--- src/hdl/wildcard_substitution_enumerator_macros.svh ---
// ---------------------------------------------------------------------------
// Assertion macros for the wildcard substitution enumerator
// Clocked concurrent checks that are switched off while reset is high.
// ---------------------------------------------------------------------------
`ifndef WILDCARD_SUBSTITUTION_ENUMERATOR_MACROS_SVH
`define WILDCARD_SUBSTITUTION_ENUMERATOR_MACROS_SVH

// Check that a property holds at every clock edge outside reset
`define WSE_ASSERT(label, clk_sig, rst_sig, prop, msg) \
  label: assert property (@(posedge clk_sig) disable iff (rst_sig) prop) \
    else $error(msg);

// Check that a condition never occurs outside reset
`define WSE_ASSERT_NEVER(label, clk_sig, rst_sig, cond, msg) \
  label: assert property (@(posedge clk_sig) disable iff (rst_sig) !(cond)) \
    else $error(msg);

`endif

--- src/hdl/wse_pkg.sv ---
// ---------------------------------------------------------------------------
// Wildcard substitution enumerator package
// Shared widths, codes and state type of the enumerator.
// ---------------------------------------------------------------------------
package wse_pkg;

  // Default longest keyword in bytes
  localparam int MAX_LEN_DEF = 8;

  // Fixed field widths
  localparam int KW_BYTES    = 8;
  localparam int KW_W        = 8 * KW_BYTES;
  localparam int LEN_W       = 4;
  localparam int MASK_W      = 8;
  localparam int ORD_W       = 7;
  localparam int IN_DATA_W   = 72;
  localparam int OUT_DATA_W  = 80;

  // Byte written at a wildcard position
  localparam logic [7:0] WILDCARD_BYTE = 8'h2A;

  // Request kind carried on the input tuser
  typedef enum logic {
    KIND_START = 1'b0,
    KIND_NEXT  = 1'b1
  } kind_t;

  // Sequencer states
  typedef enum logic [2:0] {
    ST_IDLE,
    ST_INIT,
    ST_SCAN,
    ST_EMIT,
    ST_REFILL
  } wse_state_t;

endpackage

--- src/hdl/wse_subst.sv ---
// ---------------------------------------------------------------------------
// Wildcard byte substitution
// Replaces every keyword byte whose mask bit is set by the wildcard byte.
// ---------------------------------------------------------------------------
module wse_subst
  import wse_pkg::*;
(
  input  logic [KW_W-1:0]   keyword,
  input  logic [MASK_W-1:0] mask,
  output logic [KW_W-1:0]   variant
);

  // Select per byte between keyword and wildcard
  always_comb begin
    for (int i = 0; i < KW_BYTES; i++) begin
      variant[8*i +: 8] = mask[i] ? WILDCARD_BYTE : keyword[8*i +: 8];
    end
  end

endmodule

--- src/hdl/wildcard_substitution_enumerator.sv ---
// The block takes no new word until a start, scan, refill or held output is through;
// s_tready is high only while idle. After a variant, r = 0 to k positions are
// rewritten before the next word is taken; k is the wildcard count.
// The position memory sets the pace: k writes on start, k reads per scan, r writes back.
// Reset: synchronous, active high; leaves the block exhausted and idle.
// ---------------------------------------------------------------------------
// Wildcard substitution enumerator
// Walks all k-subsets of keyword positions in lexicographic order and emits
// the keyword with the chosen bytes replaced by '*'. Positions live in a
// small memory that is scanned backward and rewritten from the pivot on.
// ---------------------------------------------------------------------------
`include "wildcard_substitution_enumerator_macros.svh"

module wildcard_substitution_enumerator
  import wse_pkg::*;
#(
  parameter int MAX_LEN = MAX_LEN_DEF
)
(
  input  logic                  clk,
  input  logic                  rst,
  input  logic                  s_tvalid,
  output logic                  s_tready,
  // [63:0] keyword, [67:64] keyword_length, [71:68] wildcard_count
  input  logic [IN_DATA_W-1:0]  s_tdata,
  // [0] kind
  input  logic                  s_tuser,
  output logic                  m_tvalid,
  input  logic                  m_tready,
  // [63:0] variant, [71:64] position_mask, [78:72] variant_index, [79] zero
  output logic [OUT_DATA_W-1:0] m_tdata,
  // [0] exhausted
  output logic                  m_tuser
);

  localparam int IDX_W = $clog2(MAX_LEN);
  localparam logic [LEN_W-1:0] MAX_LEN_L = LEN_W'(MAX_LEN);

  // Input word fields
  logic [KW_W-1:0]  in_keyword;
  logic [LEN_W-1:0] in_length;
  logic [LEN_W-1:0] in_count;
  kind_t            in_kind;

  assign in_keyword = s_tdata[KW_W-1:0];
  assign in_length  = s_tdata[KW_W +: LEN_W];
  assign in_count   = s_tdata[KW_W+LEN_W +: LEN_W];
  assign in_kind    = kind_t'(s_tuser);

  // Control and stored keyword
  wse_state_t        state, state_next;
  logic [KW_W-1:0]   kw, kw_next;
  logic [LEN_W-1:0]  len, len_next;
  logic [LEN_W-1:0]  cnt, cnt_next;
  logic              done, done_next;
  logic [ORD_W-1:0]  emitted, emitted_next;

  // Scan and refill bookkeeping
  logic [IDX_W-1:0]  scan_idx, scan_idx_next;
  logic              scan_issue, scan_issue_next;
  logic              rd_valid;
  logic [IDX_W-1:0]  rd_idx;
  logic [MASK_W-1:0] mask_acc, mask_acc_next;
  logic              pivot_found, pivot_found_next;
  logic [IDX_W-1:0]  pivot_idx, pivot_idx_next;
  logic [IDX_W-1:0]  fill_val, fill_val_next;
  logic [IDX_W-1:0]  wr_idx, wr_idx_next;

  // Output register
  logic              out_valid;
  logic [KW_W-1:0]   out_variant;
  logic [MASK_W-1:0] out_mask;
  logic [ORD_W-1:0]  out_index;
  logic              out_exh;
  logic              out_load;
  logic              out_free;

  // Position memory
  logic [IDX_W-1:0]  pos_mem [MAX_LEN];
  logic [IDX_W-1:0]  mem_rdata;
  logic [IDX_W-1:0]  mem_wdata;
  logic              mem_we;
  logic              rd_en;

  // Helpers
  logic [LEN_W-1:0]  in_len_sat;
  logic [KW_W-1:0]   in_kw_masked;
  logic [LEN_W-1:0]  cnt_last;
  logic [LEN_W-1:0]  limit;
  logic              is_pivot;
  logic [KW_W-1:0]   subst_variant;

  // Saturate the length and clear bytes beyond it
  always_comb begin
    in_len_sat = (in_length > MAX_LEN_L) ? MAX_LEN_L : in_length;
    for (int i = 0; i < KW_BYTES; i++) begin
      in_kw_masked[8*i +: 8] = (LEN_W'(i) < in_len_sat) ? in_keyword[8*i +: 8] : 8'h00;
    end
  end

  // Highest value a position may hold before it must backtrack
  assign cnt_last = cnt - LEN_W'(1);
  assign limit    = len - cnt + LEN_W'(rd_idx);
  assign is_pivot = rd_valid && !pivot_found && (LEN_W'(mem_rdata) < limit);
  assign out_free = !out_valid || m_tready;

  // Substitute wildcards into the stored keyword
  wse_subst u_subst (
    .keyword (kw),
    .mask    (mask_acc),
    .variant (subst_variant)
  );

  // Next state and datapath control
  always_comb begin
    state_next       = state;
    kw_next          = kw;
    len_next         = len;
    cnt_next         = cnt;
    done_next        = done;
    emitted_next     = emitted;
    scan_idx_next    = scan_idx;
    scan_issue_next  = scan_issue;
    mask_acc_next    = mask_acc;
    pivot_found_next = pivot_found;
    pivot_idx_next   = pivot_idx;
    fill_val_next    = fill_val;
    wr_idx_next      = wr_idx;
    s_tready         = 1'b0;
    mem_we           = 1'b0;
    mem_wdata        = wr_idx;
    rd_en            = 1'b0;
    out_load         = 1'b0;

    unique case (state)
      ST_IDLE: begin
        s_tready = 1'b1;
        if (s_tvalid) begin
          if (in_kind == KIND_START) begin
            kw_next      = in_kw_masked;
            len_next     = in_len_sat;
            cnt_next     = in_count;
            emitted_next = '0;
            wr_idx_next  = '0;
            if (in_count == '0 || in_count > in_len_sat) begin
              done_next  = 1'b1;
              state_next = ST_EMIT;
            end else begin
              done_next  = 1'b0;
              state_next = ST_INIT;
            end
          end else if (done) begin
            state_next = ST_EMIT;
          end else begin
            scan_idx_next    = IDX_W'(cnt_last);
            scan_issue_next  = 1'b1;
            mask_acc_next    = '0;
            pivot_found_next = 1'b0;
            state_next       = ST_SCAN;
          end
        end
      end

      // Write the first subset 0..k-1
      ST_INIT: begin
        mem_we    = 1'b1;
        mem_wdata = wr_idx;
        if (LEN_W'(wr_idx) == cnt_last) begin
          scan_idx_next    = IDX_W'(cnt_last);
          scan_issue_next  = 1'b1;
          mask_acc_next    = '0;
          pivot_found_next = 1'b0;
          state_next       = ST_SCAN;
        end else begin
          wr_idx_next = wr_idx + IDX_W'(1);
        end
      end

      // Read positions from last to first, build mask, find pivot
      ST_SCAN: begin
        rd_en = scan_issue;
        if (scan_issue) begin
          if (scan_idx == '0) begin
            scan_issue_next = 1'b0;
          end else begin
            scan_idx_next = scan_idx - IDX_W'(1);
          end
        end
        if (rd_valid) begin
          mask_acc_next = mask_acc | (MASK_W'(1) << mem_rdata);
          if (is_pivot) begin
            pivot_found_next = 1'b1;
            pivot_idx_next   = rd_idx;
            fill_val_next    = mem_rdata + IDX_W'(1);
          end
          if (rd_idx == '0) begin
            state_next = ST_EMIT;
          end
        end
      end

      // Hand the result to the output register
      ST_EMIT: begin
        if (out_free) begin
          out_load = 1'b1;
          if (done) begin
            state_next = ST_IDLE;
          end else begin
            emitted_next = emitted + ORD_W'(1);
            if (pivot_found) begin
              wr_idx_next = pivot_idx;
              state_next  = ST_REFILL;
            end else begin
              done_next  = 1'b1;
              state_next = ST_IDLE;
            end
          end
        end
      end

      // Advance the pivot and pack later positions right behind it
      ST_REFILL: begin
        mem_we        = 1'b1;
        mem_wdata     = fill_val;
        fill_val_next = fill_val + IDX_W'(1);
        if (LEN_W'(wr_idx) == cnt_last) begin
          state_next = ST_IDLE;
        end else begin
          wr_idx_next = wr_idx + IDX_W'(1);
        end
      end

      default: begin
        state_next = ST_IDLE;
      end
    endcase
  end

  // Control registers
  always_ff @(posedge clk) begin
    if (rst) begin
      state      <= ST_IDLE;
      len        <= '0;
      cnt        <= '0;
      done       <= 1'b1;
      emitted    <= '0;
      scan_issue <= 1'b0;
      rd_valid   <= 1'b0;
      out_valid  <= 1'b0;
    end else begin
      state      <= state_next;
      len        <= len_next;
      cnt        <= cnt_next;
      done       <= done_next;
      emitted    <= emitted_next;
      scan_issue <= scan_issue_next;
      rd_valid   <= rd_en;
      if (out_load) begin
        out_valid <= 1'b1;
      end else if (m_tready) begin
        out_valid <= 1'b0;
      end
    end
  end

  // Payload registers
  always_ff @(posedge clk) begin
    kw          <= kw_next;
    scan_idx    <= scan_idx_next;
    rd_idx      <= scan_idx;
    mask_acc    <= mask_acc_next;
    pivot_found <= pivot_found_next;
    pivot_idx   <= pivot_idx_next;
    fill_val    <= fill_val_next;
    wr_idx      <= wr_idx_next;
    if (out_load) begin
      out_variant <= done ? '0 : subst_variant;
      out_mask    <= done ? '0 : mask_acc;
      out_index   <= done ? '0 : emitted;
      out_exh     <= done;
    end
  end

  // Position memory: one write and one registered read port
  always_ff @(posedge clk) begin
    if (mem_we) begin
      pos_mem[wr_idx] <= mem_wdata;
    end
    if (rd_en) begin
      mem_rdata <= pos_mem[scan_idx];
    end
  end

  // Output word
  assign m_tvalid = out_valid;
  assign m_tdata  = {1'b0, out_index, out_mask, out_variant};
  assign m_tuser  = out_exh;

  // Checks
  `WSE_ASSERT(a_exh_zero, clk, rst, (m_tvalid && m_tuser) |-> (m_tdata == '0),
              "exhausted word carries data")
  `WSE_ASSERT(a_mask_count, clk, rst,
              (out_load && !done) |-> ($countones(mask_acc) == cnt),
              "mask popcount differs from wildcard count")
  `WSE_ASSERT_NEVER(a_port_clash, clk, rst, mem_we && rd_en,
                    "position memory read and written together")
  `WSE_ASSERT(a_refill_range, clk, rst,
              (mem_we && (state == ST_REFILL)) |-> (LEN_W'(fill_val) < len),
              "refilled position beyond keyword")

endmodule

--- config.mk ---
export PLATFORM = sky130hd
export DESIGN_NAME = wildcard_substitution_enumerator
export DESIGN_NICKNAME = d
export VERILOG_FILES = /design/src/hdl/wse_pkg.sv /design/src/hdl/wse_subst.sv /design/src/hdl/wildcard_substitution_enumerator.sv
export VERILOG_INCLUDE_DIRS = /design/src /design/src/hdl
export SDC_FILE = /design/constraint.sdc
export NUM_CORES = 1
export LEC_CHECK = 0
export BUFFER_PORTS_ARGS = -buffer_cell sky130_fd_sc_hd__buf_2
export CAP_MARGIN = 20
export CORE_MARGIN = 3
export CORE_UTILIZATION = 60
export CTS_CLUSTER_DIAMETER = 30
export DETAILED_ROUTE_END_ITERATION = 10
export GPL_ROUTABILITY_DRIVEN = 0
export GPL_TIMING_DRIVEN = 0
export MAX_ROUTING_LAYER = met4
export PLACE_DENSITY = 0.85
export SYNTH_ARGS = -nofsm -noshare
export SYNTH_HDL_FRONTEND = slang
export SYNTH_SLANG_ARGS = --single-unit
--- constraint.sdc ---
create_clock -name clk -period 5.9 [get_ports clk]
set_input_delay 0 -clock clk [delete_from_list [all_inputs] [get_ports clk]]
set_output_delay 0 -clock clk [all_outputs]
set_load 0.01 [all_outputs]
---- Word level (Yosys, flattened, before mapping) ----
Memory sizes are Yosys's and may differ from the RTL's. A register that Yosys moved wholly into a read port is not among the register bits.
Index checks and enable logic that the tools add are counted.
word-level totals
  input bits .............................. 77
  memories kept ........................... 1
  memory bits (writable) .................. 24
  bits in registers ....................... 190
  output and inout bits ................... 83
  word-level logic and storage cells ...... 193
cells by class
  shift-type cells ........................ 1
  eq/ne operators ......................... 20
  $add $sub $neg .......................... 8
  reduce and logical (&&, ||, !) cells .... 35
  mux-type cells .......................... 80
  $lt $le $gt $ge ......................... 11
  bitwise operators ....................... 2
memory list
  name     words  width  rd ports  clocked after Yosys merged registers in  wr ports  line                                    text
  pos_mem  8      3      1         1                                        1         wildcard_substitution_enumerator.sv:79  logic [IDX_W-1:0] pos_mem [MAX_LEN];
operators by type and width
  kind                                                 number
  2-to-1 mux 3 bit                                     24
  2-to-1 mux 6 bit                                     8
  2-to-1 mux 8 bit                                     5
  != test 2 bit, second input constant                 15
  2-to-1 mux 1 bit                                     28
  2-to-1 mux 7 bit                                     4
  one-hot mux 8 bit (3 select lines)                   1
  AND reduction 7 bit                                  3
  one-hot mux 3 bit (3 select lines)                   2
  OR reduction 2 bit                                   9
  < comparator 3 x 4 -> 1 bit, first input constant    4
  one-hot mux 3 bit (5 select lines)                   1
  one-hot mux 7 bit (2 select lines)                   1
  AND reduction 6 bit                                  2
  AND reduction 5 bit                                  2
  adder 3 x 1 -> 3 bit, second input constant          3
  logical NOT 3 bit                                    3
  AND reduction 3 bit                                  3
  < comparator 1 x 4 -> 1 bit, first input constant    2
  < comparator 2 x 4 -> 1 bit, first input constant    2
  OR 8 bit                                             1
  << shifter 1 x 3 -> 8 bit, first input constant      1
  adder 7 x 1 -> 7 bit, second input constant          1
  equality test 3 x 2 -> 1 bit, second input constant  2
  other kinds (23)                                     30

---- Logic depth before layout (Yosys ltp) ----
Gate-level depths: netlist of the first run.
  depth after elaboration ................. 8
  gate-level depth with buffers ........... 11
  gate-level depth less buffers ........... 11

---- By module ----
Synthesis of the first run repeated with hierarchy kept, for this count alone.
unflattened totals
  cells, all modules ...................... 708
  area total of the unflattened synthesis .. 9,425.3 µm²
modules (own cells, without submodules)
  module                            cells an instance  sequential area each (µm²)  area an instance (µm²)  instances
  wildcard_substitution_enumerator  644                6,266.0                     9,024.9                 1
  wse_subst                         64                 0.0                         400.4                   1

---- Worst setup path after synthesis of the first run ----
OpenSTA, ideal clock, no wires.
  path type ............................... reg2reg
  from .................................... register state[1]
  to ...................................... register out_exh, in the netlist m_tuser (enable)
  arrival time ............................ 2.887 ns
  path slack .............................. 2.566 ns
  path buffers ............................ 1
  stages on the path, launching flop included .. 5
  data required time ...................... 5.453 ns
  path through ............................ dfxtp_1 -> clkbuf_1 -> nand2_1 -> nor2_1 -> and2_1
between the ends
  cells in the longest elaborated chain, start to end .. 2
RTL lines
  item                          line                                     text
  start: declaration            wildcard_substitution_enumerator.sv:51   wse_state_t state, state_next;
  start signal: assignment      wildcard_substitution_enumerator.sv:251  state <= state_next;
  equality test 3 x 2 -> 1 bit  wildcard_substitution_enumerator.sv:135  unique case (state)
  2-to-1 mux 1 bit              wildcard_substitution_enumerator.sv:135
  via out_load                  wildcard_substitution_enumerator.sv:75   logic out_load;
  end signal: assignment        wildcard_substitution_enumerator.sv:280  out_exh <= done;
  end: declaration              wildcard_substitution_enumerator.sv:74   logic out_exh;
The timed path passes the listed nets, and every way through them passes these cells.
A chain may end at the register's enable or synchronous reset.

---- Worst setup path in the final report of the first run ----
  from .................................... register cnt[0]
  to ...................................... register mask_acc[0] (enable)
between the ends
  cells in the longest elaborated chain, start to end .. 4
RTL lines
  item                                  line                                     text
  start: declaration                    wildcard_substitution_enumerator.sv:54   logic [LEN_W-1:0] cnt, cnt_next;
  start signal: assignment              wildcard_substitution_enumerator.sv:253  cnt <= cnt_next;
  subtractor 4 x 1 -> 4 bit             wildcard_substitution_enumerator.sv:102  assign cnt_last = cnt - LEN_W'(1);
  equality test 3 x 4 -> 1 bit          wildcard_substitution_enumerator.sv:168  if (LEN_W'(wr_idx) == cnt_last) begin
  != test 2 bit (no source line)        --
  AND reduction 6 bit (no source line)  --
  end signal: assignment                wildcard_substitution_enumerator.sv:271  mask_acc <= mask_acc_next;
  end: declaration                      wildcard_substitution_enumerator.sv:63   logic [MASK_W-1:0] mask_acc, mask_acc_next;
No other way between the ends.

==> parameters.txt, run 1 <==
Parameter                              Value

Run status
  Run status ... completed

Finish
  Area added between synthesis and finish ... 32.9%
  Final #Nets ... 1,028
  Final instance count without filler cells ... 1,144
  Total of fill cells in the finished design ... 596
  Multi-input gate area ... 0.00259 mm^2
  Commonest cells after routing, fill and taps aside ... 192 x sky130_fd_sc_hd__edfxtp_1, 162 x sky130_fd_sc_hd__buf_2, 90 x sky130_fd_sc_hd__nor2_1, 71 x sky130_fd_sc_hd__dlygate4sd3_1, 69 x sky130_fd_sc_hd__nor2b_1
  Footprint of the flip-flops and latches ... 0.00627 mm^2
  Most common cell after layout, fill and taps aside ... sky130_fd_sc_hd__edfxtp_1
  Layout cells sized above 1 ... 25.7%

Floorplan
  Die area ... 0.0166 mm^2
  Die height ... 129 um
  Starting utilization of the core area ... 61.9%
  Number of cell rows ... 44
  Die W ... 129 um
  I/O pin total ... 160
  Placeable core region ... 0.0146 mm^2

Clock network
  Total clock buffers created by CTS ... 35
  Sinks on Clock Net ... 217
  CTS tree ... done
  Root Buffer ... sky130_fd_sc_hd__clkbuf_16
  Number of levels the H-tree was split into ... 2
  Buffers inserted by post-CTS timing repair ... 0
  Clock latency on the worst-skew pair ... 0.50 ns
  Clock-pin slew reported for the worst setup and hold paths after clock tree synthesis ... 0.06 ns
  Maximum clock insertion buffer count ... 3

Power and ir drop
  Max VDD drop ... 0.200 mV
  Power density of the placed cells ... 443 mW/mm^2
  Total power after layout ... 5.34 mW
  Leakage power figure ... 4.76 nW

Setup path
  Worst reg2reg path endpoint ... mask_acc[0]
  Required time at the worst-slack endpoint ... 6.09 ns
  WS Path Type ... flip-flop to flip-flop
  Critical Path Fanout Max ... 5
  Crit end category ... flip-flop
  Worst-case reg-to-reg path depth ... 8
  Worst setup slack for register-to-register paths ... 2.72 ns
  Data arrival time at the worst-slack endpoint ... 3.36 ns
  Critical Path Start Type ... flip-flop
  Launching point of the worst reg2reg path ... cnt[0]

STA
  Layout Skew ... 0.0159 ns
  Setup TNS after final layout ... 0 ns
  Final Hold Viols ... 0
  Max Fclk ... 315 MHz
  Setup repair after global routing missed its margin ... no
  Minimum period implied by the final worst setup slack ... 3.18 ns
  Final max-slew violation count ... 0
  Tightest Pin Transition ... 0.987 ns
  Final setup violation count ... 0
  Portion of the clock cycle consumed by the worst path in the final layout ... 53.8%
  Slew Limit Headroom ... 33.8%
  Worst Slack Setup Final ... 2.72 ns

Place
  Worst setup slack before clock tree synthesis ... 3.00 ns
  DP HPWL ... 13,600 um
  Number of port buffers ... 157
  Number of placed cells counting well taps ... 1,006

Worst hold path
  Worst min path class ... input port to flip-flop
  Worst min-delay path startpoint ... s_tuser
  Hold-critical path depth ... 3
  End point of the most critical hold path ... wr_idx[1]

Drt
  Number of design-rule violations left by the first detailed-router iteration ... 892
  Routed WL per cell ... 25.5 um
  DRC violation count after routing ... 0
  Routed via count divided by cell count ... 6.32
  First drt pass iteration count ... 6
  Wire length after detailed routing ... 29,100 um
  Remaining antenna violation count ... 0
  Via Count ... 7,232

Synth
  Prevailing post-synth register cell ... sky130_fd_sc_hd__edfxtp_1
  Cells taking the most area after synthesis ... sky130_fd_sc_hd__edfxtp_1 64%, sky130_fd_sc_hd__dfxtp_1 5.5%, sky130_fd_sc_hd__nor2b_1 4.8%, sky130_fd_sc_hd__and2_1 4.1%, sky130_fd_sc_hd__nor2_1 3.7%
  Warning count from the yosys run ... 0
  Cell variety after synth ... 53
  Post-Synthesis Cells ... 662
  Synth top area share ... 63.6%
  Count of flip-flops with a built-in enable after synthesis ... 192
  Register bit total from synthesis ... 217
  Net Count, Synth ... 758
  Cell type contributing the most total cell area after synthesis ... sky130_fd_sc_hd__edfxtp_1
  Post-Syn Area per Cell ... 13.7 um^2
  Post-synth ARST share ... 0%
  Proportion of synthesized chip area in sequential cells ... 69.1%
  Cell area after technology mapping ... 0.00906 mm^2

GRT
  Pin count of the biggest net entering global routing ... 61
  Wire length of the first global-routing pass ... 42,000 um
  Via count of the first global-routing pass ... 7,282
  Antenna violations before repair ... 0
  Global-route total usage across every layer ... 34.5%
  Remaining global-route overflow ... 0

Job
  Maximum capacitance violations ... 0
==> per-layer routing <==
layer / vias up / global-route usage (%) / routed length [um]
met3: 212 / 6.93 / 3130
met4: 0 / 17.2 / 2120
met1: 3440 / 39.7 / 9460
met5: - / - / 0
met2: 683 / 57.9 / 14400
li1: 2897 / - / -
==> timing repair <==
item / 4_1_cts / 5_1_grt
hold buffers: 71 / 0
resized for setup: 0 / 0
hold endpoints to repair: 71 / 0
==> where the power goes <==
group	total [mW]	leakage (nW)	internal [mW]	switching, mW
Clock	2.11	0.575	1.36	0.752
Sequential	2.13	1.99	1.98	0.152
Combinational	1.09	2.19	0.407	0.684
==> Yosys cell counts, types with 6 or more instances <==
master,n
sky130_fd_sc_hd__edfxtp_1,192
sky130_fd_sc_hd__nor2_1,90
sky130_fd_sc_hd__nor2b_1,69
sky130_fd_sc_hd__and2_1,59
sky130_fd_sc_hd__inv_1,31
sky130_fd_sc_hd__dfxtp_1,25
sky130_fd_sc_hd__clkbuf_1,18
sky130_fd_sc_hd__ha_1,16
sky130_fd_sc_hd__nand2_1,16
sky130_fd_sc_hd__a21oi_1,15
sky130_fd_sc_hd__a31oi_1,9
sky130_fd_sc_hd__o21ai_0,9
sky130_fd_sc_hd__xor2_1,9
sky130_fd_sc_hd__mux2_2,8
sky130_fd_sc_hd__mux2i_1,8
sky130_fd_sc_hd__xnor2_1,8
sky130_fd_sc_hd__mux4_2,6
sky130_fd_sc_hd__nand2b_1,6
sky130_fd_sc_hd__nand4_1,6
sky130_fd_sc_hd__nor3_1,6
==> metrics by stage <==
| stage | util [%] | cell area [um^2] | hold WS (ns) |
|---|---|---|---|
| detailed placement | 69.2 | 10100 | 0.283 |
| global route | 82.3 | 12000 | 0.0578 |
| CTS | 82.2 | 12000 | 0.0379 |
| global placement | 68.8 | 10100 | 0.280 |
| finish | 82.3 | 12100 | 0.0518 |
| floorplan | - | 9060 | 0.144 |
==> worst max-delay path by stage <==
stage	start	end	slack, ns	cells after the start
finish	cnt[0]	mask_acc[0]	2.72	8
global route	cnt[0]	mask_acc[0]	2.69	7
CTS	cnt[0]	mask_acc[0]	2.93	8
detailed placement	cnt[0]	mask_acc[4]	3.00	8
global placement	state[1]	out_variant[32]	1.69	4
floorplan	state[1]	m_tuser	2.57	4
==> cells by family after synthesis <==
kind of cell	Yosys count	synth area share (%)
AOI/OAI and AO/OA	56	4.32
xor gates and xnor gates	17	1.64
adders and majority gates	19	2.87
buffers and inverters	53	2.28
DFF	217	69.1
muxes	22	3.37
other	1	0.0414
and+or+nand+nor	277	16.4
==> sequential cells by signal, summed over array words and instances (netlist names), 4 cells and up <==
signal	count
kw	64
out_variant	64
pos_mem	24
mask_acc	8
out_mask	8
emitted	7
out_index	7
cnt	4
len	4
==> final cells by class <==
type,instances,area share [%]
Antenna cell,2,0.0415
Clock inverter,21,2.02
Tap cell,184,1.91
Multi-Input combinational cell,392,21.5
Sequential cell,217,52.0
Inverter,31,0.966
Clock buffer,42,7.84
Timing Repair Buffer,233,12.9
Buffer,22,0.748
==> worst max-delay path, stage by stage, from the launching register on <==
cell and delay, ns:
sky130_fd_sc_hd__dfxtp_1 0.51, sky130_fd_sc_hd__inv_1 0.15, sky130_fd_sc_hd__ha_1 0.26, sky130_fd_sc_hd__xnor2_1 0.15, sky130_fd_sc_hd__o21ai_0 0.09, sky130_fd_sc_hd__o2111ai_1 0.30
sky130_fd_sc_hd__a31o_2 0.38, sky130_fd_sc_hd__a211oi_1 0.70, sky130_fd_sc_hd__buf_2 0.33
Power figures use the tool's default switching activity.
==> run 2: changes to the inputs <==
--- a/config.mk
+++ b/config.mk
@@ -6,16 +6,17 @@
 export SDC_FILE = /design/constraint.sdc
 export NUM_CORES = 1
 export LEC_CHECK = 0
+export ABC_AREA = 1
 export BUFFER_PORTS_ARGS = -buffer_cell sky130_fd_sc_hd__buf_2
 export CAP_MARGIN = 20
 export CORE_MARGIN = 3
-export CORE_UTILIZATION = 60
+export CORE_UTILIZATION = 51
 export CTS_CLUSTER_DIAMETER = 30
 export DETAILED_ROUTE_END_ITERATION = 10
 export GPL_ROUTABILITY_DRIVEN = 0
 export GPL_TIMING_DRIVEN = 0
 export MAX_ROUTING_LAYER = met4
-export PLACE_DENSITY = 0.85
+export PLACE_DENSITY = 0.76
 export SYNTH_ARGS = -nofsm -noshare
 export SYNTH_HDL_FRONTEND = slang
 export SYNTH_SLANG_ARGS = --single-unit
==> constraint.sdc (replaced) <==
create_clock -name clk -period 2.64 [get_ports clk]
set_input_delay 0 -clock clk [delete_from_list [all_inputs] [get_ports clk]]
set_output_delay 0 -clock clk [all_outputs]
set_load 0.01 [all_outputs]
==> run 2 against run 1 <==
  * Combinational power grew to 2.9 times the previous value
  * The run now ends with setup timing left
  * Largest cell class unchanged
  * Wire length decreased by 17%
  * Worst setup slack worse by 2.7 ns
==> parameters.txt, run 2 <==
Parameter                              Value

Setup path
  Worst-case reg-to-reg path depth ... 11 (+3)
  Launching point of the worst reg2reg path ... rd_idx[1]
  Data arrival time at the worst-slack endpoint ... 2.86 ns (-0.50 ns)
  Crit end category ... flip-flop
  Worst reg2reg path endpoint ... pivot_found
  WS Path Type ... flip-flop to flip-flop
  Worst setup slack for register-to-register paths ... -0.003 ns (-2.73 ns)
  Critical Path Start Type ... flip-flop
  Required time at the worst-slack endpoint ... 2.85 ns (-3.24 ns)
  Critical Path Fanout Max ... 3 (-2)

Synth
  Synth top area share ... 61.9% (-1.7 points)
  Cell area after technology mapping ... 0.00932 mm^2 (+2.8%)
  Synth top cells by count ... 199 x sky130_fd_sc_hd__nor2_1, 192 x sky130_fd_sc_hd__edfxtp_1, 181 x sky130_fd_sc_hd__inv_1, 109 x sky130_fd_sc_hd__nand2_1, 33 x sky130_fd_sc_hd__a21oi_1
  Post-Syn Area per Cell ... 10.5 um^2 (-23%)
  Prevailing post-synth register cell ... sky130_fd_sc_hd__edfxtp_1
  Warning count from the yosys run ... 0 (unchanged)
  Cell type contributing the most total cell area after synthesis ... sky130_fd_sc_hd__edfxtp_1
  Cell variety after synth ... 39 (-26%)
  Proportion of synthesized chip area in sequential cells ... 67.3% (-1.9 points)
  Most frequent cell after synthesis ... sky130_fd_sc_hd__nor2_1
  Adder-Cell Fraction of Synth Area ... 2.79% (-0.077 points)
  Dominant combinational cell family by area after synthesis ... simple AND/OR/NAND/NOR gates
  Post-Synthesis Cells ... 888 (+34%)
  Complex-gate fraction of the synthesized area ... 4.96% (+0.64 points)
  Count of flip-flops with a built-in enable after synthesis ... 192 (unchanged)
  Post-synthesis xor/xnor area fraction ... 0.470% (-1.2 points)
  Net Count, Synth ... 984 (+30%)
  Post-synthesis simple-gate area fraction ... 16.0% (-0.36 points)
  Register bit total from synthesis ... 217 (unchanged)
  Cells taking the most area after synthesis ... sky130_fd_sc_hd__edfxtp_1 62%, sky130_fd_sc_hd__nor2_1 8.0%, sky130_fd_sc_hd__inv_1 7.3%, sky130_fd_sc_hd__dfxtp_1 5.4%, sky130_fd_sc_hd__nand2_1 4.4%
  Post-synth ARST share ... 0% (unchanged)
  Multiplexer area fraction after synthesis ... 0% (-3.4 points)

STA
  Max Fclk ... 378 MHz (+20%)
  Final max-slew violation count ... 0 (unchanged)
  Final-layout worst hold slack ... 0.0153 ns (-0.0364 ns)
  Worst Slack Setup Final ... -0.00309 ns (-2.73 ns)
  Tightest Pin Transition ... 0.923 ns (-0.0635 ns)
  Minimum period implied by the final worst setup slack ... 2.64 ns (-0.533 ns)
  Setup repair after global routing missed its margin ... yes
  Final setup violation count ... 1 (+1)
  Layout Skew ... 0.0225 ns (+0.00653 ns)
  Final Hold Viols ... 0 (unchanged)
  Portion of the clock cycle consumed by the worst path in the final layout ... 100% (+46 points)
  Slew Limit Headroom ... 38.3% (+4.5 points)

GRT
  Via count of the first global-routing pass ... 7,508 (+3.1%)
  Wire length of the first global-routing pass ... 37,500 um (-11%)
  Remaining global-route overflow ... 0 (unchanged)
  Global-route total usage across every layer ... 24.7% (-9.8 points)
  Antenna violations before repair ... 0 (unchanged)
  Pin count of the biggest net entering global routing ... 74 (+21%)

Drt
  Routed via count divided by cell count ... 5.05 (-20%)
  Via Count ... 7,235 (+0.041%)
  Routed WL per cell ... 16.8 um (-34%)
  DRC violation count after routing ... 0 (unchanged)
  Remaining antenna violation count ... 0 (unchanged)
  Wire length after detailed routing ... 24,100 um (-17%)
  First drt pass iteration count ... 6 (unchanged)
  Number of design-rule violations left by the first detailed-router iteration ... 605 (-32%)

Clock network
  CTS tree ... done
  Clock latency on the worst-skew pair ... 0.51 ns (about the same)
  Maximum clock insertion buffer count ... 3 (unchanged)
  Sinks on Clock Net ... 217 (unchanged)
  Root Buffer ... sky130_fd_sc_hd__clkbuf_16
  Total clock buffers created by CTS ... 40 (+14%)
  Number of levels the H-tree was split into ... 2 (unchanged)
  Clock-pin slew reported for the worst setup and hold paths after clock tree synthesis ... 0.05 ns (about the same)

Finish
  Commonest cells after routing, fill and taps aside ... 198 x sky130_fd_sc_hd__nor2_1, 192 x sky130_fd_sc_hd__edfxtp_1, 178 x sky130_fd_sc_hd__inv_1, 158 x sky130_fd_sc_hd__buf_2, 107 x sky130_fd_sc_hd__nand2_1
  Total of fill cells in the finished design ... 1,099 (+84%)
  Layout cells sized above 1 ... 22.0% (-3.7 points)
  Multi-input gate area ... 0.00229 mm^2 (-12%)
  Final #Nets ... 1,271 (+24%)
  Area of all placed cells without fillers ... 0.0127 mm^2 (+5.7%)
  Regs by FF count ... kw: 64 flops, out_variant: 64 flops, pos_mem: 24 flops
  Most common cell after layout, fill and taps aside ... sky130_fd_sc_hd__nor2_1
  Area added between synthesis and finish ... 36.8%
  Footprint of the flip-flops and latches ... 0.00627 mm^2 (about the same)
  Antenna diode count ... 0 (-2)

Power and ir drop
  Combinational group share of total power ... 23.7% (+3.2 points)
  Sequential power share ... 36.6% (-3.3 points)
  Switching share of total power ... 30.9% (+1.1 points)
  Power density of the placed cells ... 1050 mW/mm^2 (+140%)
  Max VDD drop ... 0.893 mV (+350%)
  Clock network fraction of total power ... 39.7% (about the same)
  Internal cell power ... 9.29 mW (+150%)
  Leakage power figure ... 5.68 nW (+19%)
  NetSw ... 4.15 mW (+160%)

Worst hold path
  Hold-critical path depth ... 5 (+2)
  Worst min-delay path startpoint ... s_tvalid
  Worst min path class ... input port to flip-flop
  End point of the most critical hold path ... len[2]

Floorplan
  Number of cell rows ... 48 (+9.1%)
  Placeable core region ... 0.0176 mm^2 (+20%)
  Starting utilization of the core area ... 52.9% (-9.0 points)
  Die W ... 141 um (+9.5%)
  Die height ... 141 um (+9.5%)
  Die area ... 0.0199 mm^2 (+20%)
  I/O pin total ... 160 (unchanged)

Job
  Maximum capacitance violations ... 0 (unchanged)

Place
  DP HPWL ... 14,400 um (+6.5%)
  Worst setup slack before clock tree synthesis ... -0.183 ns (-3.18 ns)
  Number of port buffers ... 157 (unchanged)
  Placed cell area ... 0.0104 mm^2 (+3.0%)

Run status
  Run status ... complete, but fails checks
  Violations in the final reports ... setup timing
run 2: changes by cell type after synthesis, moves of 8 or more:
cell / previous run / this run
sky130_fd_sc_hd__inv_1: 31 / 181
sky130_fd_sc_hd__nor2_1: 90 / 199
sky130_fd_sc_hd__nand2_1: 16 / 109
sky130_fd_sc_hd__nor2b_1: 69 / 0
sky130_fd_sc_hd__and2_1: 59 / 0
sky130_fd_sc_hd__nand3_1: 1 / 25
sky130_fd_sc_hd__a21oi_1: 15 / 33
sky130_fd_sc_hd__o21ai_0: 9 / 27
sky130_fd_sc_hd__clkbuf_1: 18 / 10
sky130_fd_sc_hd__mux2_2: 8 / 0
sky130_fd_sc_hd__mux2i_1: 8 / 0
run 2: layer usage:
metal / track usage, % / share of wire [%] / vias to the layer above
li1: - / - / 3434
met1: 27.5 / 37 / 3388
met2: 44.1 / 53 / 342
met3: 4.31 / 7.2 / 71
met4: 9.79 / 3.4 / 0
met5: - / 0 / -
run 2: worst max-delay path by stage:
stage,start,to,slack [ns],cells after the start
after floorplan,len[1],pivot_found,0.12,11
final,rd_idx[1],pivot_found,-0.003,11
after detailed placement,rd_idx[1],pivot_found,-0.18,11
after global placement,rd_idx[1],pivot_found,-0.09,11
after global routing,rd_idx[1],pivot_found,-0.09,11
after CTS,rd_idx[1],pivot_found,-0.04,11
run 2: power by group through the flow:
stage / sequential (mW) / clock [mW] / combinational, mW
after floorplan: 4.91 / 0 / 1.98
after global placement: 4.94 / 0 / 2.76
after detailed placement: 4.95 / 0 / 2.88
after CTS: 4.91 / 5.34 / 3.08
after global routing: 4.96 / 5.56 / 3.54
final: 4.92 / 5.33 / 3.19
run 2: cells by family after synthesis:
group                    count (synthesis)
AND/OR/NAND/NOR                        357
flip-flops                             217
buffers and inverters                  205
AO/OA/AOI/OAI                           84
adder cells (fa/ha/maj)                 19
XOR/XNOR                                 5
other                                    1
run 2: layout make-up:
cell class / count / share of cell area, %
repair buffers: 245 / 13.2
plain buffers: 14 / 0.540
flip-flops and latches: 217 / 49.2
inverters: 191 / 5.67
multi-input cells: 466 / 18.0
clock inverters: 22 / 2.46
well taps: 225 / 2.21
clock buffers: 52 / 8.70
run 2: per-stage QoR:
stage	util (%)	std cells	TNS, ns	power [mW]
after floorplan	-	888	0	6.90
after global placement	59.1	1270	-6.24	7.71
after detailed placement	59.3	1272	-1.44	7.83
after CTS	72.3	1430	-0.0586	13.3
after global routing	72.4	1432	-0.408	14.1
final	72.4	1432	-0.00309	13.4
run 2: repair_timing:
action                                  CTS  global route
pin swaps                                 7             1
endpoints found under the setup margin   15            14
hold buffers                             83             0
gates resized for setup                  10             2
hold endpoints to repair                 75             0
setup buffers                             1             0
run 2: critical path, stage by stage, from the launching register on:
cell and delay, ns:
sky130_fd_sc_hd__dfxtp_4 0.36, sky130_fd_sc_hd__inv_2 0.04, sky130_fd_sc_hd__fa_1 0.56, sky130_fd_sc_hd__inv_2 0.05, sky130_fd_sc_hd__fa_1 0.48, sky130_fd_sc_hd__inv_1 0.04
sky130_fd_sc_hd__ha_1 0.26, sky130_fd_sc_hd__a21oi_1 0.12, sky130_fd_sc_hd__o21bai_1 0.10, sky130_fd_sc_hd__nand3_1 0.09, sky130_fd_sc_hd__nand2_2 0.10, sky130_fd_sc_hd__a21oi_2 0.15
